--- src/design/knn_plurality_vote_defines.svh ---
// Assertion macros for the plurality vote block.
// Used by the top level only; expects aclk and aresetn in scope.
`ifndef KNN_PLURALITY_VOTE_DEFINES_SVH
`define KNN_PLURALITY_VOTE_DEFINES_SVH

// Same-cycle implication, checked out of reset
`define KNV_ASSERT_NOW(lbl, ante, cons, msg) \
    lbl: assert property (@(posedge aclk) disable iff (!aresetn) (ante) |-> (cons)) \
        else $error(msg);

// Next-cycle implication, checked out of reset
`define KNV_ASSERT_NEXT(lbl, ante, cons, msg) \
    lbl: assert property (@(posedge aclk) disable iff (!aresetn) (ante) |=> (cons)) \
        else $error(msg);

`endif

--- src/design/knv_pkg.sv ---
// Shared types and constants for the plurality vote block.
// No dependencies; imported by every module of the block.
package knv_pkg;

    // Default table depth (votes per query)
    localparam int MAX_VOTES_DEF = 16;

    // Label width and the "no winner" label
    localparam int LABEL_W = 32;
    localparam logic signed [LABEL_W-1:0] NONE_LABEL = -32'sd1;

    // One vote word as held in the input register
    typedef struct packed {
        logic                      found;
        logic signed [LABEL_W-1:0] label;
        logic                      last;
    } knv_vote_t;

    // Query result
    typedef struct packed {
        logic signed [LABEL_W-1:0] winner;
        logic                      overflow;
    } knv_result_t;

    // Tally status seen by the top level
    typedef struct packed {
        logic idle;   // no vote counted in the current query
    } knv_status_t;

endpackage

--- src/design/knv_in_stage.sv ---
// Input register stage: captures one vote word from the slave stream.
// Depends on knv_pkg.
module knv_in_stage (
    input  logic                  aclk,
    input  logic                  aresetn,
    input  logic                  s_tvalid,
    output logic                  s_tready,
    input  logic [31:0]           s_tdata,   // [31:0] class_label
    input  logic                  s_tuser,   // [0] neighbor_found
    input  logic                  s_tlast,   // last_vote
    input  logic                  advance,
    output logic                  vote_valid,
    output knv_pkg::knv_vote_t    vote
);
    import knv_pkg::*;

    logic      vld_reg;
    logic      vld_next;
    knv_vote_t vote_reg;

    // Take a new word whenever the held one moves on or the stage is empty
    assign s_tready = !vld_reg || advance;

    always_comb begin
        vld_next = vld_reg;
        if (s_tready) begin
            vld_next = s_tvalid;
        end
    end

    always_ff @(posedge aclk) begin
        if (!aresetn) begin
            vld_reg <= 1'b0;
        end else begin
            vld_reg <= vld_next;
        end
    end

    // Payload needs no reset
    always_ff @(posedge aclk) begin
        if (s_tvalid && s_tready) begin
            vote_reg.found <= s_tuser;
            vote_reg.label <= s_tdata;
            vote_reg.last  <= s_tlast;
        end
    end

    assign vote_valid = vld_reg;
    assign vote       = vote_reg;

endmodule

--- src/design/knv_tally.sv ---
// Label tally table with parallel match, count update and winner tracking.
// Depends on knv_pkg.
module knv_tally #(
    parameter int MAX_VOTES = knv_pkg::MAX_VOTES_DEF
) (
    input  logic                  aclk,
    input  logic                  aresetn,
    input  logic                  vote_fire,
    input  knv_pkg::knv_vote_t    vote,
    output knv_pkg::knv_result_t  result,
    output knv_pkg::knv_status_t  status
);
    import knv_pkg::*;

    localparam int CNT_W = $clog2(MAX_VOTES + 1);

    // Table entries and per-query state
    logic [LABEL_W-1:0]        label_reg [MAX_VOTES];
    logic [CNT_W-1:0]          count_reg [MAX_VOTES];
    logic [MAX_VOTES-1:0]      used_reg;
    logic [MAX_VOTES-1:0]      used_next;
    logic [CNT_W-1:0]          seen_reg;
    logic [CNT_W-1:0]          seen_next;
    logic [CNT_W-1:0]          best_reg;
    logic [CNT_W-1:0]          best_next;
    logic signed [LABEL_W-1:0] winner_reg;
    logic signed [LABEL_W-1:0] winner_next;
    logic                      ovf_reg;
    logic                      ovf_next;

    logic                      room;
    logic                      do_tally;
    logic                      hit;
    logic [MAX_VOTES-1:0]      match;
    logic [MAX_VOTES-1:0]      free_first;
    logic [MAX_VOTES-1:0]      wr_sel;
    logic [CNT_W-1:0]          sel_count;
    logic [CNT_W-1:0]          new_count;
    logic                      best_upd;

    // Match the label against every used entry; find the first free entry
    always_comb begin
        logic prev_used;
        prev_used = 1'b1;
        sel_count = '0;
        for (int i = 0; i < MAX_VOTES; i++) begin
            match[i]      = used_reg[i] && (label_reg[i] == vote.label);
            free_first[i] = !used_reg[i] && prev_used;
            prev_used     = used_reg[i];
            sel_count     = sel_count | (match[i] ? count_reg[i] : '0);
        end
    end

    // Vote accounting: dropped once the query is full
    assign room      = (seen_reg < CNT_W'(MAX_VOTES));
    assign do_tally  = room && vote.found;
    assign hit       = |match;
    assign wr_sel    = hit ? match : free_first;
    assign new_count = (hit ? sel_count : '0) + CNT_W'(1);
    assign best_upd  = do_tally && (new_count > best_reg);

    always_comb begin
        seen_next   = room ? seen_reg + CNT_W'(1) : seen_reg;
        best_next   = best_upd ? new_count : best_reg;
        winner_next = best_upd ? vote.label : winner_reg;
        ovf_next    = ovf_reg || !room;
        used_next   = do_tally ? (used_reg | wr_sel) : used_reg;
    end

    // Result reflects this vote; used only on the last vote of a query
    assign result.winner   = winner_next;
    assign result.overflow = ovf_next;
    assign status.idle     = (seen_reg == '0);

    // Control state: update per vote, clear after the last one
    always_ff @(posedge aclk) begin
        if (!aresetn) begin
            used_reg   <= '0;
            seen_reg   <= '0;
            best_reg   <= '0;
            winner_reg <= NONE_LABEL;
            ovf_reg    <= 1'b0;
        end else if (vote_fire) begin
            if (vote.last) begin
                used_reg   <= '0;
                seen_reg   <= '0;
                best_reg   <= '0;
                winner_reg <= NONE_LABEL;
                ovf_reg    <= 1'b0;
            end else begin
                used_reg   <= used_next;
                seen_reg   <= seen_next;
                best_reg   <= best_next;
                winner_reg <= winner_next;
                ovf_reg    <= ovf_next;
            end
        end
    end

    // Entry payload; unused entries are masked by used_reg
    always_ff @(posedge aclk) begin
        for (int i = 0; i < MAX_VOTES; i++) begin
            if (vote_fire && do_tally && wr_sel[i]) begin
                label_reg[i] <= vote.label;
                count_reg[i] <= new_count;
            end
        end
    end

endmodule

--- src/design/knn_plurality_vote.sv ---
// k-nearest-neighbor plurality vote. Each input word carries one neighbor vote
// (class label on tdata, found flag on tuser, end of query on tlast); on the
// last vote of a query one result word gives the label with the most votes
// (first to reach the count wins ties; -1 if no vote was found) and an
// overflow flag set when the query held more than MAX_VOTES votes. One vote is
// taken every clock cycle; output stalls back up only through last votes.
// A result word is loaded into the output register when its last vote leaves
// the input register. The rate is set by the tally update, which compares the
// label against all MAX_VOTES entries and updates count and winner together.
module knn_plurality_vote #(
    parameter int MAX_VOTES = knv_pkg::MAX_VOTES_DEF
) (
    input  logic        aclk,
    input  logic        aresetn,
    input  logic        s_tvalid,
    output logic        s_tready,
    input  logic [31:0] s_tdata,   // [31:0] class_label
    input  logic        s_tuser,   // [0] neighbor_found
    input  logic        s_tlast,   // last_vote
    output logic        m_tvalid,
    input  logic        m_tready,
    output logic [31:0] m_tdata,   // [31:0] winner_label
    output logic        m_tuser    // [0] vote_overflow
);
    import knv_pkg::*;

    `include "knn_plurality_vote_defines.svh"

    logic        vote_valid;
    knv_vote_t   vote;
    knv_result_t result;
    knv_status_t status;
    logic        out_free;
    logic        advance;
    logic        load_out;

    logic        m_tvalid_reg;
    logic        m_tvalid_next;
    logic [31:0] m_tdata_reg;
    logic        m_tuser_reg;

    // Input register
    knv_in_stage u_in_stage (
        .aclk       (aclk),
        .aresetn    (aresetn),
        .s_tvalid   (s_tvalid),
        .s_tready   (s_tready),
        .s_tdata    (s_tdata),
        .s_tuser    (s_tuser),
        .s_tlast    (s_tlast),
        .advance    (advance),
        .vote_valid (vote_valid),
        .vote       (vote)
    );

    // Tally table
    knv_tally #(
        .MAX_VOTES (MAX_VOTES)
    ) u_tally (
        .aclk      (aclk),
        .aresetn   (aresetn),
        .vote_fire (advance),
        .vote      (vote),
        .result    (result),
        .status    (status)
    );

    // A vote moves on unless it is a last vote facing a full output register
    assign out_free = !m_tvalid_reg || m_tready;
    assign advance  = vote_valid && (!vote.last || out_free);
    assign load_out = advance && vote.last;

    always_comb begin
        m_tvalid_next = m_tvalid_reg;
        if (load_out) begin
            m_tvalid_next = 1'b1;
        end else if (m_tready) begin
            m_tvalid_next = 1'b0;
        end
    end

    // Output register
    always_ff @(posedge aclk) begin
        if (!aresetn) begin
            m_tvalid_reg <= 1'b0;
        end else begin
            m_tvalid_reg <= m_tvalid_next;
        end
    end

    always_ff @(posedge aclk) begin
        if (load_out) begin
            m_tdata_reg <= result.winner;
            m_tuser_reg <= result.overflow;
        end
    end

    assign m_tvalid = m_tvalid_reg;
    assign m_tdata  = m_tdata_reg;
    assign m_tuser  = m_tuser_reg;

    // Checks
    `KNV_ASSERT_NEXT(a_clear_after_last, advance && vote.last, status.idle, "tally not cleared after last vote")
    `KNV_ASSERT_NOW(a_result_from_last, $rose(m_tvalid), $past(load_out), "result word without a last vote")
    `KNV_ASSERT_NEXT(a_vote_held, vote_valid && !advance, vote_valid && $stable(vote), "stalled vote lost")

endmodule

--- config.mk ---
export PLATFORM = sky130hd
export DESIGN_NAME = knn_plurality_vote
export DESIGN_NICKNAME = d
export VERILOG_FILES = /design/src/design/knv_pkg.sv /design/src/design/knv_in_stage.sv /design/src/design/knv_tally.sv /design/src/design/knn_plurality_vote.sv
export VERILOG_INCLUDE_DIRS = /design/src /design/src/design
export SDC_FILE = /design/constraint.sdc
export NUM_CORES = 1
export LEC_CHECK = 0
export ABC_CLOCK_PERIOD_IN_PS = 8900
export BUFFER_PORTS_ARGS = -buffer_cell sky130_fd_sc_hd__buf_2
export CAP_MARGIN = 20
export CORE_ASPECT_RATIO = 0.8
export CORE_UTILIZATION = 45
export DETAILED_ROUTE_END_ITERATION = 10
export PLACE_DENSITY = 0.66
export SLEW_MARGIN = 20
export SYNTH_ARGS = -nofsm -noshare
export SYNTH_HDL_FRONTEND = slang
export SYNTH_SLANG_ARGS = --single-unit
--- constraint.sdc ---
create_clock -name aclk -period 8.9 [get_ports aclk]
set_input_delay 1.78 -clock aclk [delete_from_list [all_inputs] [get_ports aclk]]
set_output_delay 1.78 -clock aclk [all_outputs]
set_load 0.02 [all_outputs]
Word level (Yosys, flattened, before mapping):

Memories as Yosys holds them, arrays and structs flattened.
Index checks and enable logic that the tools add are counted.

* flip-flop bits (word level): 128
* bits in writable memories: 592
* bits of input ports: 38
* memories kept: 2

Memories
* u_tally.label_reg: words 16, bits a word 32, read ports 16, clocked after Yosys merged registers in 0, write ports 16, line knv_tally.sv:18 `logic [LABEL_W-1:0] label_reg [MAX_VOTES];`
* u_tally.count_reg: words 16, bits a word 5, read ports 16, clocked after Yosys merged registers in 0, write ports 16, line knv_tally.sv:19 `logic [CNT_W-1:0] count_reg [MAX_VOTES];`

* add/subtract/negate cells: 2
* order comparisons: 2
* equality and inequality tests: 16
* multiplexer cells: 61
* bitwise gates (word level): 16
* reductions and logical operators: 85

Operators with widths (count)
* 32-bit == test: 16
* 5-bit two-way mux: 21
* 5-bit OR: 15
* 32-bit two-way mux: 2
* 1-bit logical AND: 53
* 16-bit two-way mux: 3
* 1-bit two-way mux: 35
* 1-bit zero test: 20
* 16-bit OR: 1
* 16-bit OR reduction: 1
* 5-bit by 1-bit adder with 5-bit output (second input constant): 2
* 2-bit nonzero test: 4
* 2-bit AND reduction: 3
* 5-bit > comparator: 1
* 5-bit less-than comparator (second input constant): 1
* 1-bit logical OR: 4

Depth between registers and ports, before layout:

Gate-level depths: netlist of the first run.

* depth after elaboration: 24
* mapped depth: 21

Hierarchy:

From an unflattened synthesis of the first run, not the netlist that was laid out.

* cell total of the unflattened synthesis: 1958
* area total of the unflattened synthesis: 30242.8 um^2

By module, submodules not included
* knv_tally: instances 1, cells an instance 1879, area an instance 28118.2 um^2
* knv_in_stage: instances 1, cells an instance 39, area an instance 1078.5 um^2
* knn_plurality_vote: instances 1, cells an instance 40, area an instance 1046.0 um^2

Least setup slack after synthesis of the first run:

Ideal clock, no wire load.

* kind: reg2reg
* start point: register u_in_stage.vote_reg, in the netlist u_in_stage.vote[18]
* end point: register m_tdata_reg[10], in the netlist m_tdata[10] (data pin)
* library setup time: 0.260 ns
* arrival time: 5.019 ns
* path slack: 3.621 ns
* stages on the path, launching flop included: 19
* cell sequence: edfxtp_1 buf_2 buf_4 xor2_1 nor4_1 and4_1 nand4_1 nand4_1 nor4_2 inv_1 ha_1 xnor2_1 ha_1 o21a_1 o21a_1 o21ai_0 a21oi_1 clkbuf_1 mux2_2

RTL lines
* from (decl): line knv_in_stage.sv:19 `knv_vote_t vote_reg;`
* to (signal assigned): line knn_plurality_vote.sv:93 `m_tdata_reg <= result.winner;`
* to (decl): line knn_plurality_vote.sv:39 `logic [31:0] m_tdata_reg;`

Final worst setup path of the first run:

* start point: register u_in_stage.vote_reg, in the netlist u_in_stage.vote[6]
* end point: register u_tally.best_reg[3]

* longest elaborated chain between the ends: 24

RTL lines
* 32-bit == test: line knv_tally.sv:47 `match[i] = used_reg[i] && (label_reg[i] == vote.label);`
* 1-bit logical AND: line knv_tally.sv:47
* 5-bit two-way mux: line knv_tally.sv:50 `sel_count = sel_count | (match[i] ? count_reg[i] : '0);`
* 5-bit OR (15 in series): line knv_tally.sv:50
* 5-bit two-way mux *: line knv_tally.sv:59 `assign new_count = (hit ? sel_count : '0) + CNT_W'(1);`
* 5-bit by 1-bit adder with 5-bit output *: line knv_tally.sv:59
* 5-bit > comparator: line knv_tally.sv:60 `assign best_upd = do_tally && (new_count > best_reg);`
* 1-bit logical AND: line knv_tally.sv:60
* 2-bit nonzero test (no source line)
* 2-bit AND reduction (no source line)
* to (signal assigned): line knv_tally.sv:93 `best_reg <= best_next;`
* to (decl): line knv_tally.sv:24 `logic [CNT_W-1:0] best_reg;`

Every way passes the cells marked *; elsewhere a longest branch is shown, timed or not. The select of a mux whose other input is x is not followed.
A chain may end at the register's enable or synchronous reset.

==> parameters.txt, run 1 <==
Parameter                              Value

Outcome
  Run status    finished clean

Power
  Areal power density over the cells    207 mW/mm2
  Max VDD drop    0.000134 V
  Power after layout    7.05 mW
  Static Leak    10.8 nW

Setup path
  R2R depth    20
  Crit-path slowest cell    sky130_fd_sc_hd__edfxtp_1
  Category of cells accounting for the largest share of critical-path delay    simple AND/OR/NAND/NOR gates
  Cells along the critical path    buf_4, xnor2_1, nand4_1, nor4_1, nand4_1, o2111ai_1, nor4_4, inv_1, ha_1, o41ai_1, a41o_1, xnor2_2, ha_1, nand3_1, o21ai_0, a21oi_4, buf_4, and2_1, and3_1, a32o_1
  Critical R2R Launch    u_in_stage.vote[6]
  Data required time at the worst endpoint    9.45 ns
  Critical Path Max Stage Delay    0.95 ns
  Capture point of the worst reg-to-reg path    u_tally.best_reg[3]
  Startpoint type of the worst setup path    flop
  Register-to-register setup slack    1.90 ns
  Crit path buf inv count    3
  Element type at the critical path end    flop
  Endpoint arrival time on the critical path    7.55 ns
  Worst Path Class, Setup    flop to flop
  Crit-path max FO    35

Min path
  Worst min path class    flop to flop
  Endpoint of the worst hold-timing path    u_tally.winner_reg[29]
  Hold Crit Start    u_tally.winner_reg[29]
  Worst hold path depth    2

Timing
  Total setup violations reported at the end of the flow    0
  Final setup skew    0.0267 ns
  Max Clock Freq    0.143 GHz
  Max Transition Viols Final    0
  Number of failing hold endpoints at the final stage    0
  Min setup slack post-route    1.90 ns
  Fraction of the cycle the final worst path needs    0.786
  Worst slew slack as a fraction of its limit    0.246
  Unrepaired setup endpoints after global routing    no
  Pin slew with the least headroom to its limit    1.12 ns
  Final-layout setup total negative slack    0 ns
  Clock period minus final worst setup slack    7.00 ns

Clock network
  Clock root buffer master    sky130_fd_sc_hd__clkbuf_16
  Max clock buf depth    3
  Clock tree from TritonCTS    done
  Total number of clock tree sinks    720
  Clock H-tree levels    3
  Worst skew pair latency    0.62 ns
  # resized after CTS    0
  Clock buffers created by TritonCTS    70
  Hold-fix buffer count after cts    0
  Register clock-pin slew on the reported worst setup and hold paths    0.07 ns
  Post-CTS Setup Bufs    0

Yosys
  Most used standard cell by instance count after synthesis    sky130_fd_sc_hd__edfxtp_1
  Cell variety after synth    60
  Share of synthesized area occupied by flip-flops and latches    0.692
  FF+latch count, synth    720
  Dominant cells by area after synthesis    sky130_fd_sc_hd__edfxtp_1, sky130_fd_sc_hd__xnor2_1, sky130_fd_sc_hd__dfxtp_1
  Ranking of synthesized cells by instance count    sky130_fd_sc_hd__edfxtp_1, sky130_fd_sc_hd__xnor2_1, sky130_fd_sc_hd__nand4_1
  Async set-reset flop share out of synthesis    0
  Synth top area share    0.652
  Top cell type by total area after synthesis    sky130_fd_sc_hd__edfxtp_1
  Total nets after synthesis    2060
  Yosys Warn Count    0
  Area of the mapped netlist    0.0304 mm2
  Main flop type after synthesis    sky130_fd_sc_hd__edfxtp_1
  Number of enable-type register cells in the synthesized netlist    659
  Synthesized instance count    2015
  Syn avg cell area    15.1 um2

Floorplanning
  Full die area    0.0685 mm2
  FP Rows    84
  I/O pin total    73
  Core area    0.0662 mm2
  Overall die width    292 um
  Chip Height    234 um
  Effective utilization at floorplan    0.459

Detailed routing
  Wirelength, routed    77.9 mm
  Remaining DRCs    0
  Initial DRT Pass Iterations    8
  Antenna Violating Nets Remaining    0
  Per-cell routed wire length    25.4 um
  Vias after detailed routing    17300
  Starting DRC count in detailed routing    1770
  DR vias/cell    5.66

Final layout
  Flip-flop count of the largest register, all copies and words added    512
  Non-filler cells, final    3061
  Number of nets in the layout    2189
  Final Cell Area    0.0341 mm2
  Fraction of final layout cells sized beyond drive strength 1    0.145
  Layout overhead on the synthesized area    12.2%

Global routing
  Largest net degree at the start of global routing    49
  GRT Total Usage    0.230
  Antenna violations before repair    2
  Overall overflow remaining after global route    0
  Number of global-route vias before repair    17000
  Global-route wire length before repair    114 mm

Place
  Last weighted congestion value of the routability-driven placer    0.974
  Detailed Place HPWL    49.4 mm
  Placed cell area    0.0318 mm2
  Pre-CTS WS    1.98 ns
  Count of placed standard cells including taps    2932
  Port Buffer Count    72

Run
  Max Cap Viol    0
-- report_power, final --
group,total [mW],switching [mW],internal (mW),leakage [nW]
registers,3.74,0.0286,3.72,6.35
clock network,2.93,1.26,1.67,1.09
logic,0.380,0.252,0.128,3.34
total,7.05,1.54,5.51,10.8
-- placed cells by master (no fill, tap or decap), types with 11 or more instances in the layout --
| cell | instances |
|---|---|
| sky130_fd_sc_hd__inv_1 | 57 |
| sky130_fd_sc_hd__dfxtp_1 | 61 |
| sky130_fd_sc_hd__nor2_1 | 59 |
| sky130_fd_sc_hd__mux2_2 | 32 |
| sky130_fd_sc_hd__buf_4 | 67 |
| sky130_fd_sc_hd__a21oi_1 | 22 |
| sky130_fd_sc_hd__xor2_1 | 42 |
| sky130_fd_sc_hd__clkbuf_16 | 74 |
| sky130_fd_sc_hd__edfxtp_1 | 659 |
| sky130_fd_sc_hd__nor4_2 | 15 |
| sky130_fd_sc_hd__nand2_1 | 92 |
| sky130_fd_sc_hd__nor4_1 | 15 |
| sky130_fd_sc_hd__nand3_1 | 47 |
| sky130_fd_sc_hd__nand4_1 | 150 |
| sky130_fd_sc_hd__buf_2 | 72 |
| sky130_fd_sc_hd__o21a_1 | 28 |
| sky130_fd_sc_hd__nand2b_1 | 18 |
| sky130_fd_sc_hd__clkbuf_1 | 24 |
| sky130_fd_sc_hd__xnor2_1 | 432 |
| sky130_fd_sc_hd__o211ai_1 | 12 |
| sky130_fd_sc_hd__o2111ai_1 | 15 |
| sky130_fd_sc_hd__nor2b_1 | 20 |
| sky130_fd_sc_hd__nor3_1 | 26 |
| sky130_fd_sc_hd__and3_1 | 11 |
-- final cells by class --
type	count	area (um2)
Clock inverter	24	219
Clock buffer	104	2020
Timing Repair Buffer	141	903
Multi-Input combinational cell	1147	8610
Tap cell	860	1080
Sequential cell	720	21000
Antenna cell	1	2.50
Inverter	64	240
Fill cell	5493	32100
-- routing by layer --
metal	GRT usage	vias to the layer above	wire, um
met1	0.333	8830	35400
met3	0.0475	137	6170
met4	0.0756	2	2310
li1	-	7696	-
met2	0.347	667	34000
met5	0	-	13
-- how the worst max path moves through the flow --
stage | start | slack [ns] | depth (start not counted) | to
global placement | u_in_stage.vote[6] | 2.03 | 20 | u_tally.best_reg[4]
floorplan | u_in_stage.vote[18] | 3.62 | 18 | m_tdata[10]
global route | u_in_stage.vote[6] | 1.46 | 20 | u_tally.best_reg[3]
CTS | u_in_stage.vote[6] | 1.89 | 20 | u_tally.best_reg[3]
detailed placement | u_in_stage.vote[6] | 1.98 | 20 | u_tally.best_reg[3]
finish | u_in_stage.vote[6] | 1.90 | 20 | u_tally.best_reg[3]
-- worst min-delay path: cells and delay by family, from the launching register on --
kind,cells,cell delay (ns)
flip-flops,1,0.31
AND/OR/NAND/NOR,2,0.11
-- cells by family (layout without fill, tap and decap cells) --
group / Yosys count / after routing / share of synthesized area
DFF: 720 / 720 / 0.692
muxes: 32 / 32 / 0.0119
AOI/OAI and AO/OA: 145 / 145 / 0.0360
adders and majority gates: 7 / 7 / 0.00288
xor gates and xnor gates: 478 / 478 / 0.139
buffers and inverters: 148 / 333 / 0.0286
and+or+nand+nor: 485 / 485 / 0.0904
other: 0 / 1 / 0
-- metrics by stage --
stage / hold slack, ns / util
after floorplan: 0.429 / -
after global placement: 0.444 / 0.481
after detailed placement: 0.452 / 0.481
after CTS: 0.468 / 0.515
after global routing: 0.484 / 0.515
final: 0.466 / 0.515
Power figures use the tool's default switching activity.
==> inputs of run 2 (changes only) <==
--- a/config.mk
+++ b/config.mk
@@ -6,13 +6,13 @@
 export SDC_FILE = /design/constraint.sdc
 export NUM_CORES = 1
 export LEC_CHECK = 0
-export ABC_CLOCK_PERIOD_IN_PS = 8900
+export ABC_CLOCK_PERIOD_IN_PS = 6100
 export BUFFER_PORTS_ARGS = -buffer_cell sky130_fd_sc_hd__buf_2
 export CAP_MARGIN = 20
 export CORE_ASPECT_RATIO = 0.8
 export CORE_UTILIZATION = 45
 export DETAILED_ROUTE_END_ITERATION = 10
-export PLACE_DENSITY = 0.66
+export PLACE_DENSITY = 0.68
 export SLEW_MARGIN = 20
 export SYNTH_ARGS = -nofsm -noshare
 export SYNTH_HDL_FRONTEND = slang
==> constraint.sdc (replaced) <==
create_clock -name aclk -period 6.1 [get_ports aclk]
set_input_delay 1.22 -clock aclk [delete_from_list [all_inputs] [get_ports aclk]]
set_output_delay 1.22 -clock aclk [all_outputs]
set_load 0.02 [all_outputs]
==> parameters.txt, run 2 (synthesized netlist as in run 1, its figures left out) <==
Parameter                              Value

Power
  Max VDD drop    0.000217 V (+62%)
  Areal power density over the cells    303 mW/mm2 (+47%)
  Power after layout    10.6 mW (+50%)
  Static Leak    11.1 nW (+3.4%)

Clock network
  Hold-fix buffer count after cts    0 (unchanged)
  Total number of clock tree sinks    720 (unchanged)
  Register clock-pin slew on the reported worst setup and hold paths    0.06 ns (about the same)
  Clock root buffer master    sky130_fd_sc_hd__clkbuf_16
  Clock tree from TritonCTS    done
  # resized after CTS    0 (unchanged)
  Max clock buf depth    3 (unchanged)
  Clock H-tree levels    3 (unchanged)
  Clock buffers created by TritonCTS    71 (+1.4%)
  Worst skew pair latency    0.62 ns (about the same)
  Post-CTS Setup Bufs    0 (unchanged)

Floorplanning
  Effective utilization at floorplan    0.459 (unchanged)
  Overall die width    292 um (unchanged)
  I/O pin total    73 (unchanged)
  Core area    0.0662 mm2 (unchanged)
  Full die area    0.0685 mm2 (unchanged)
  Chip Height    234 um (unchanged)
  FP Rows    84 (unchanged)

Outcome
  Run status    finished clean

Run
  Max Cap Viol    0 (unchanged)

Global routing
  Number of global-route vias before repair    17200 (+1.3%)
  Fraction of met3 tracks used by global routing    0.0427 (-0.00474)
  GRT Total Usage    0.236 (+0.00577)
  Global-route wire length before repair    117 mm (+2.5%)
  Antenna violations before repair    3 (+1)
  Largest net degree at the start of global routing    49 (unchanged)
  Met1 global-route usage    0.352 (+0.0190)
  Met2 demand-to-capacity share in global routing    0.352 (+0.00557)
  Top Usage Layer GRT    met2
  Overall overflow remaining after global route    0 (unchanged)

Detailed routing
  Remaining DRCs    0 (unchanged)
  DR vias/cell    5.68 (+0.39%)
  Initial DRT Pass Iterations    6 (-2)
  Wirelength, routed    79.1 mm (+1.6%)
  Antenna Violating Nets Remaining    0 (unchanged)
  Per-cell routed wire length    25.5 um (+0.41%)
  Starting DRC count in detailed routing    1749 (-1.2%)
  Vias after detailed routing    17600 (+1.5%)

Final layout
  Number of nets in the layout    2223 (+1.6%)
  Flip-flop count of the largest register, all copies and words added    512 (unchanged)
  Most frequent cells in the layout    sky130_fd_sc_hd__edfxtp_1, sky130_fd_sc_hd__xnor2_1, sky130_fd_sc_hd__nand4_1
  Most frequent standard cell in the layout excluding fill and tap cells    sky130_fd_sc_hd__edfxtp_1
  Layout overhead on the synthesized area    14.6%
  Count of fill cells added during filler insertion    5381 (-2.0%)
  Share of the core filled with cells    0.526 (+0.0107)
  Final Cell Area    0.0348 mm2 (+2.1%)
  Antenna diodes    0 (-1)
  Fraction of final layout cells sized beyond drive strength 1    0.160 (+0.0156)

Timing
  Number of failing hold endpoints at the final stage    0 (unchanged)
  Fraction of the cycle the final worst path needs    0.939 (+0.153)
  Max Clock Freq    0.175 GHz (+22%)
  Unrepaired setup endpoints after global routing    no
  Max Transition Viols Final    0 (unchanged)
  Total setup violations reported at the end of the flow    0 (unchanged)
  Pin slew with the least headroom to its limit    1.09 ns (-0.0327 ns)
  Min setup slack post-route    0.372 ns (-1.53 ns)
  Final-layout setup total negative slack    0 ns (unchanged)
  Clock period minus final worst setup slack    5.73 ns (-1.27 ns)
  Worst slew slack as a fraction of its limit    0.273 (+0.0274)
  Final setup skew    0.0191 ns (-0.00759 ns)

Place
  Pre-CTS WS    0.462 ns (-1.52 ns)
  Last weighted congestion value of the routability-driven placer    0.910 (-6.5%)
  Port Buffer Count    72 (unchanged)
  Detailed Place HPWL    51.4 mm (+4.0%)
  Placed cell area    0.0324 mm2 (+1.8%)

Setup path
  Data required time at the worst endpoint    6.65 ns (-2.80 ns)
  Startpoint type of the worst setup path    flop
  Crit-path max FO    34 (-2.9%)
  Worst Path Class, Setup    flop to flop
  Endpoint arrival time on the critical path    6.27 ns (-1.28 ns)
  Element type at the critical path end    flop

Min path
  Worst min path class    flop to flop
[run 2: cell type report]
class	instances	area [um2]	area share
Sequential cell	720	21000	0.604
Multi-Input combinational cell	1147	8610	0.247
Clock buffer	97	2050	0.0589
Timing Repair Buffer	174	1490	0.0428
Tap cell	860	1080	0.0309
Clock inverter	34	322	0.00924
Inverter	64	240	0.00690
[run 2: metal layers]
metal / wire, um / part of all wire
met1: 36800 / 0.47
met2: 34400 / 0.43
met3: 6080 / 0.077
met4: 1810 / 0.023
met5: 0 / 0
[run 2: path summary, 6_finish.rpt]
check        slack, ns  depth (start not counted)                      to                    from
min               0.47                          2  u_tally.winner_reg[26]  u_tally.winner_reg[26]
max               0.37                         20     u_tally.best_reg[0]      u_in_stage.vote[2]
min reg2reg       0.47                          2  u_tally.winner_reg[26]  u_tally.winner_reg[26]
max reg2reg       0.37                         20     u_tally.best_reg[0]      u_in_stage.vote[2]
[run 2: per-stage QoR]
stage,std cells,hold slack (ns)
finish,3096,0.467
global route,3096,0.491
CTS,3096,0.470
detailed placement,2965,0.455
global placement,2965,0.442
floorplan,2015,0.429
[run 2: power breakdown]
part | total (mW) | switching (mW) | internal [mW]
combinational | 0.567 | 0.348 | 0.219
clock | 4.49 | 1.88 | 2.61
sequential | 5.49 | 0.0704 | 5.42
total | 10.6 | 2.30 | 8.25
[run 2: critical path, cell delays in order, from the launching register on]
cell and delay, ns:
sky130_fd_sc_hd__edfxtp_1 0.91, sky130_fd_sc_hd__buf_12 0.28, sky130_fd_sc_hd__xnor2_1 0.15, sky130_fd_sc_hd__nand4_1 0.11, sky130_fd_sc_hd__nor4_1 0.91, sky130_fd_sc_hd__nand4_1 0.26, sky130_fd_sc_hd__o2111ai_1 0.35, sky130_fd_sc_hd__nor4_4 0.19
sky130_fd_sc_hd__inv_1 0.13, sky130_fd_sc_hd__ha_1 0.22, sky130_fd_sc_hd__o41ai_1 0.09, sky130_fd_sc_hd__a41o_1 0.25, sky130_fd_sc_hd__xnor2_2 0.15, sky130_fd_sc_hd__ha_1 0.31, sky130_fd_sc_hd__nand3_1 0.07, sky130_fd_sc_hd__o21ai_0 0.30
sky130_fd_sc_hd__a21oi_4 0.07, sky130_fd_sc_hd__buf_12 0.19, sky130_fd_sc_hd__o21ai_0 0.44, sky130_fd_sc_hd__a22oi_1 0.13, sky130_fd_sc_hd__nor2b_1 0.15
